==> src/rtl/f2p_pkg.sv <==
// Package for the float32 to int16 PCM converter.
// Holds payload types and constants; no dependencies.
package f2p_pkg;
   localparam logic [14:0] PcmGain   = 15'd32767;
   localparam logic [15:0] PcmPosMax = 16'sh7fff;
   localparam logic [15:0] PcmNegMin = 16'sh8000;

   typedef struct packed {
      logic [31:0] sample_bits;
      logic        last_in;
   } req_type;

   typedef struct packed {
      logic signed [15:0] pcm_value;
      logic               last_out;
   } rsp_type;
endpackage

==> src/rtl/f2p_if.sv <==
// Valid/ready channel interface carrying one payload struct.
// Depends on f2p_pkg for payload types.
interface f2p_req_if;
   logic             valid;
   logic             ready;
   f2p_pkg::req_type data;
   modport source (output valid, output data, input ready);
   modport sink (input valid, input data, output ready);
endinterface

interface f2p_rsp_if;
   logic             valid;
   logic             ready;
   f2p_pkg::rsp_type data;
   modport source (output valid, output data, input ready);
   modport sink (input valid, input data, output ready);
endinterface

==> src/rtl/float32_to_int16_pcm.sv <==
// Channel  | dir | payload
// req      | in  | sample_bits[31:0], last_in
// rsp      | out | pcm_value[15:0] signed, last_out
// One request per cycle while the output is not stalled; four register stages.
// Stage 1 decodes and multiplies, stage 2 rounds to 24 bits, stage 3 shifts,
// stage 4 rounds half away and saturates. The pipeline advances only when
// the last stage is empty or taken, so a stall holds every stage in place.
// Synchronous active-high reset clears the valid bits only.
module float32_to_int16_pcm (
   input logic clock,
   input logic reset,
   f2p_req_if.sink   req,
   f2p_rsp_if.source rsp
);
   import f2p_pkg::*;

   logic adv;
   logic v1_ff, v2_ff, v3_ff, v4_ff;

   // Stage 1: decode and product.
   logic        s1_neg_ff, s1_last_ff, s1_nan_ff, s1_inf_ff, s1_zero_ff;
   logic [7:0]  s1_exp_ff;
   logic [38:0] s1_prod_ff;
   // Stage 2: rounded 24-bit significand and its exponent.
   logic        s2_neg_ff, s2_last_ff, s2_nan_ff, s2_inf_ff, s2_zero_ff;
   logic [23:0] s2_r_ff;
   logic signed [9:0] s2_k_ff;
   // Stage 3: magnitude with one extra fraction bit, or overflow flag.
   logic        s3_neg_ff, s3_last_ff, s3_big_ff;
   logic [16:0] s3_mag2_ff;
   rsp_type     s4_ff;

   assign adv = !v4_ff || rsp.ready;
   assign req.ready = adv;
   assign rsp.valid = v4_ff;
   assign rsp.data = s4_ff;

   // Stage 2 rounding logic.
   logic        top;
   logic [24:0] r_raw, r_rnd;
   logic [14:0] rem;
   logic        half_hit, above, rbit;
   logic [4:0]  sh_in;
   always_comb begin
      top   = s1_prod_ff[38];
      r_raw = top ? {1'b0, s1_prod_ff[38:15]} : {1'b0, s1_prod_ff[37:14]};
      rem   = top ? s1_prod_ff[14:0] : {1'b0, s1_prod_ff[13:0]};
      half_hit = top ? (rem == 15'h4000) : (rem == 15'h2000);
      above    = top ? (rem > 15'h4000) : (rem > 15'h2000);
      rbit  = above || (half_hit && r_raw[0]);
      r_rnd = r_raw + {24'd0, rbit};
      sh_in = top ? 5'd15 : 5'd14;
      if (r_rnd[24]) sh_in = sh_in + 5'd1;
   end

   // Stage 3 shift logic: value*2 rounded later by adding the half bit.
   logic [16:0] mag2_in;
   logic        big_in;
   logic [5:0]  n;
   logic [24:0] sr;
   always_comb begin
      mag2_in = '0;
      big_in  = 1'b0;
      n  = '0;
      sr = '0;
      if (s2_inf_ff) begin
         big_in = 1'b1;
      end else if (s2_nan_ff || s2_zero_ff) begin
         mag2_in = '0;
      end else if (s2_k_ff >= 0) begin
         if (s2_k_ff > 0) big_in = 1'b1;
         else if (s2_r_ff > 24'd65535) big_in = 1'b1;
         else mag2_in = {s2_r_ff[15:0], 1'b0};
      end else if (s2_k_ff < -10'sd25) begin
         mag2_in = '0;
      end else begin
         n  = 6'(-s2_k_ff);
         sr = {s2_r_ff, 1'b0} >> n;
         if (sr[24:17] != 8'd0) big_in = 1'b1;
         else mag2_in = sr[16:0];
      end
   end

   // Stage 4 rounding and saturation.
   logic [16:0] mag_rnd;
   logic [15:0] pcm_in;
   always_comb begin
      mag_rnd = 17'((18'(s3_mag2_ff) + 18'd1) >> 1);
      if (s3_neg_ff) begin
         if (s3_big_ff || mag_rnd > 17'd32768) pcm_in = PcmNegMin;
         else pcm_in = 16'(17'd0 - mag_rnd);
      end else begin
         if (s3_big_ff || mag_rnd > 17'd32767) pcm_in = PcmPosMax;
         else pcm_in = mag_rnd[15:0];
      end
   end

   always_ff @(posedge clock) begin
      if (reset) begin
         v1_ff <= 1'b0;
         v2_ff <= 1'b0;
         v3_ff <= 1'b0;
         v4_ff <= 1'b0;
      end else if (adv) begin
         v1_ff <= req.valid;
         v2_ff <= v1_ff;
         v3_ff <= v2_ff;
         v4_ff <= v3_ff;
      end
   end

   always_ff @(posedge clock) begin
      if (adv) begin
         s1_neg_ff  <= req.data.sample_bits[31];
         s1_last_ff <= req.data.last_in;
         s1_exp_ff  <= req.data.sample_bits[30:23];
         s1_nan_ff  <= (req.data.sample_bits[30:23] == 8'hff) &&
                       (req.data.sample_bits[22:0] != 23'd0);
         s1_inf_ff  <= (req.data.sample_bits[30:23] == 8'hff) &&
                       (req.data.sample_bits[22:0] == 23'd0);
         s1_zero_ff <= req.data.sample_bits[30:23] == 8'd0;
         s1_prod_ff <= {1'b1, req.data.sample_bits[22:0]} * PcmGain;

         s2_neg_ff  <= s1_neg_ff;
         s2_last_ff <= s1_last_ff;
         s2_nan_ff  <= s1_nan_ff;
         s2_inf_ff  <= s1_inf_ff;
         s2_zero_ff <= s1_zero_ff;
         s2_r_ff    <= r_rnd[24] ? r_rnd[24:1] : r_rnd[23:0];
         s2_k_ff    <= $signed({2'b00, s1_exp_ff}) - 10'sd150 +
                       $signed({5'd0, sh_in});

         s3_neg_ff  <= s2_neg_ff;
         s3_last_ff <= s2_last_ff;
         s3_big_ff  <= big_in;
         s3_mag2_ff <= mag2_in;

         s4_ff.pcm_value <= pcm_in;
         s4_ff.last_out  <= s3_last_ff;
      end
   end

   a_hold: assert property (@(posedge clock) disable iff (reset)
      rsp.valid && !rsp.ready |=> rsp.valid && $stable(rsp.data))
      else $error("result changed under stall");
   a_flow: assert property (@(posedge clock) disable iff (reset)
      req.valid && req.ready |=> v1_ff)
      else $error("accepted request lost");
   a_nan: assert property (@(posedge clock) disable iff (reset)
      v3_ff && adv && !s3_big_ff && s3_mag2_ff == 17'd0 |=> rsp.data.pcm_value == 16'd0)
      else $error("zero magnitude gave nonzero result");
endmodule
==> src/flat_wrapper.sv <==
// flat-port wrapper written by rule: the top's interface ports become plain ports
module float32_to_int16_pcm_flat import f2p_pkg::*;
  (clock, reset, req_valid, req_data, req_ready, rsp_valid, rsp_data, rsp_ready);
  f2p_req_if req_i ();
  f2p_rsp_if rsp_i ();
  input logic clock;
  input logic reset;
  input wire logic [$bits(req_i.valid)-1:0] req_valid;
  input wire logic [$bits(req_i.data)-1:0] req_data;
  output wire logic [$bits(req_i.ready)-1:0] req_ready;
  output wire logic [$bits(rsp_i.valid)-1:0] rsp_valid;
  output wire logic [$bits(rsp_i.data)-1:0] rsp_data;
  input wire logic [$bits(rsp_i.ready)-1:0] rsp_ready;
  assign req_i.valid = req_valid;
  assign req_i.data = req_data;
  assign req_ready = req_i.ready;
  assign rsp_valid = rsp_i.valid;
  assign rsp_data = rsp_i.data;
  assign rsp_i.ready = rsp_ready;
  float32_to_int16_pcm u_core (.clock(clock), .reset(reset), .req(req_i), .rsp(rsp_i));
endmodule
==> config.mk <==
export PLATFORM = sky130hd
export DESIGN_NAME = float32_to_int16_pcm_flat
export DESIGN_NICKNAME = d
export VERILOG_FILES = /design/src/rtl/f2p_pkg.sv /design/src/rtl/f2p_if.sv /design/src/rtl/float32_to_int16_pcm.sv /design/src/flat_wrapper.sv
export SDC_FILE = /design/constraint.sdc
export NUM_CORES = 1
export LEC_CHECK = 0
export BUFFER_PORTS_ARGS = -buffer_cell sky130_fd_sc_hd__buf_2
export CORE_ASPECT_RATIO = 1.4
export CORE_MARGIN = 2
export CORE_UTILIZATION = 25
export CTS_CLUSTER_DIAMETER = 40
export DETAILED_ROUTE_END_ITERATION = 7
export PLACE_DENSITY = 0.4
export SYNTH_ARGS = -nofsm -noshare
export SYNTH_HDL_FRONTEND = slang
export SYNTH_SLANG_ARGS = --single-unit
==> constraint.sdc <==
create_clock -name clock -period 5.8 [get_ports clock]
set_clock_uncertainty 0.1 [all_clocks]
set_input_delay 0.58 -clock clock [delete_from_list [all_inputs] [get_ports clock]]
set_output_delay 0.58 -clock clock [all_outputs]
set_load 0.005 [all_outputs]
==> flow_summary.toml <==
[synth]
synth-seq-cells = 132
syn_nets = 1815
syn_avg_cell_area_um2 = 10.2
ys_dominant_reg_cell = "edfxtp_1"
synth_async_sr_flop_share_pct = 0
netlist_area_um2 = 15300
synth_cells = 1491
synth_warnings = 0
yosysSeqAreaShare_pct = 25.7
synth_cell_types = 87
synth_edf_count = 128

[global_routing]
grt_pass1_wl_mm = 66.3
grt_pass1_vias = 12100
grt_start_max_net_pins = 70
grt_usage_pct = 13.7
antenna_found_initial = 0
globalRouteOverflowTotal = 0

[drt]
drc = 0
routed_wl_mm = 41.3
wl_per_cell_um = 16.1
drtPass1Iterations = 4
ant_nets = 0
vias = 11200
drtIter0Drc = 432
viasPerCell = 4.38

[finish]
nFillCells = 6311
syn2layout_area_growth_pct = 24.8
final-seq-area_um2 = 3920
drive_gt1_share_pct = 28.2
multi_input_area_um2 = 10700
nets = 2057
final_cells = 2563
fin_area_um2 = 19100
diodes = 0

[die]
io_pins = 56
start_util_pct = 25.2
core_um2 = 60600
die_area_um2 = 63100
die_w_um = 213
rows = 107
die_height_um = 296

[clock_tree]
clkTransAtPathRegs_ps = 60
clk_latency_ps = 450
cts.sinks = 132
cts_max_level = 4
cts_root_buf = "clkbuf_16"
cts_max_path_buffers = 2
cts_inserted_buffers = 17
cts_tree = "done"

[placement]
dp_hpwl_mm = 35.1
place_congestion = 0.879
dpl_cell_area_um2 = 18000
io_buffer_count = 55
dp.cells = 2516
place_worst_setup_slack_ps = -636

[sta]
setup_viol = 0
setup_ws_ps = 64.5
fmax_mhz = 174
maxSlewViolCount = 0
fin_crit_sh_pct = 98.9
hold_viol = 0
rsz0062_at_grt = "yes"
slew_headroom_pct = 27.8
min_period_ps = 5740
worst_pin_slew_ps = 1080

[critical_path]
critical_path_class = "in -> reg"
setup.worst_path.end_class = "flip-flop"
worstPathArrival_ps = 5830
startpoint_type = "input pin"
path_max_fanout = 4
required_ps = 5890

[min_path]
hold_path_class = "in -> reg"

[status]
status = "complete, no violations"

[flow_run]
maxCapViolations = 0
[path summary, 6_finish.rpt]
path	to	from	slack [ps]	depth (start not counted)
worst max-delay path	u_core.s1_prod_ff[38]	req_data[16]	60	20
worst min-delay path	u_core.s1_neg_ff	req_data[32]	220	1
worst max register to register	u_core.s2_k_ff[7]	u_core.s1_prod_ff[38]	440	22
worst min register to register	u_core.rsp.data[0]	u_core.s3_last_ff	320	0
[logic make-up (layout without fill, tap and decap cells)]
group | Yosys count | after routing | synth area share (%)
and+or+nand+nor | 362 | 362 | 12.0
buffers and inverters | 302 | 557 | 7.87
adders and majority gates | 287 | 287 | 31.9
AOI/OAI and AO/OA | 249 | 249 | 11.3
DFF | 132 | 132 | 25.7
xor gates and xnor gates | 107 | 107 | 6.36
muxes | 52 | 52 | 4.84
[cells in the mapped netlist, drive strengths merged (10+ instances only)]
master	n	area share [%]
a211oi	20	1.1
a21o	21	1.0
a21oi	67	2.2
and3	10	0.41
buf	20	0.93
clkbuf	23	0.57
edfxtp	128	25
fa	171	22
ha	116	9.5
inv	258	6.3
mux2i	31	2.1
mux4	16	2.4
nand2	125	3.1
nand3	36	1.3
nand4	18	0.78
nor2	69	1.8
nor2b	17	0.71
nor3	34	1.4
nor4	11	0.63
o211ai	11	0.54
o21ai	51	1.7
xnor2	66	4.0
xor2	41	2.4
[timing repair]
| item | CTS | global route |
|---|---|---|
| gates cloned | 0 | 0 |
| setup buffers | 3 | 13 |
| pin swaps | 23 | 102 |
| hold buffers | 0 | 0 |
| gates resized for setup | 21 | 103 |
| setup endpoints to repair | 11 | 18 |
[stage by stage]
step | hold slack (ps) | TNS [ps] | util [%]
floorplan | 300 | -790 | -
global placement | 313 | -9200 | 29.7
detailed placement | 308 | -9990 | 29.7
CTS | 188 | -40.7 | 30.8
global route | 191 | -410 | 31.4
finish | 218 | 0 | 31.4
[per-layer routing]
layer / up-vias / routed length, um / global-route usage [%]
li1: 5557 / - / -
met1: 5449 / 15600 / 14.1
met2: 166 / 23600 / 28.0
met3: 53 / 710 / 1.29
met4: 0 / 1360 / 5.20
met5: - / 0 / 0
[layout by cell type, fill, tap and decap left out, types with 21 or more instances in the layout]
cell type / Yosys / routed
o21ai_0: 47 / 39
nand3_1: 32 / 31
inv_2: 1 / 35
nor3_1: 28 / 27
mux2i_1: 30 / 30
fa_2: 0 / 34
fa_1: 171 / 137
ha_1: 116 / 100
buf_4: 3 / 206
nand2_1: 124 / 120
xor2_1: 40 / 39
xnor2_1: 64 / 64
inv_1: 257 / 218
nor2_1: 65 / 63
edfxtp_1: 128 / 128
a21oi_1: 65 / 59
a21o_1: 21 / 21
buf_2: 9 / 46
[final cells by class]
class | count | share of cell area [%]
Clock inverter | 14 | 0.676
Timing Repair Buffer | 266 | 10.1
Clock buffer | 18 | 2.25
Tap cell | 817 | 5.36
Sequential cell | 132 | 20.6
Inverter | 259 | 5.18
Multi-Input combinational cell | 1057 | 55.9
[flip-flops by register name, summed over array words and instances, names as in the netlist, 8 cells and up]
register	flops
u_core.s3_mag2_ff	17
u_core.s1_exp_ff	8
u_core.rsp.data	17
u_core.s2_r_ff	24
u_core.s1_prod_ff	39
u_core.s2_k_ff	10
[critical path: stages]
cell and delay (ps):
buf_6 70, clkinvlp_4 130, fa_2 530, buf_6 150, fa_2 540, inv_1 60, fa_1 520, fa_2 440
fa_1 480, inv_1 50, fa_1 500, inv_1 70, ha_4 290, nand2_2 50, or3_4 370, nor4_4 320
o2111a_2 330, o21ai_2 70, a21o_1 170, o31a_1 90
Power is left out: the tool's default activity adds up to more than one toggle a clock period on the data nets, which glitch-free logic cannot reach.
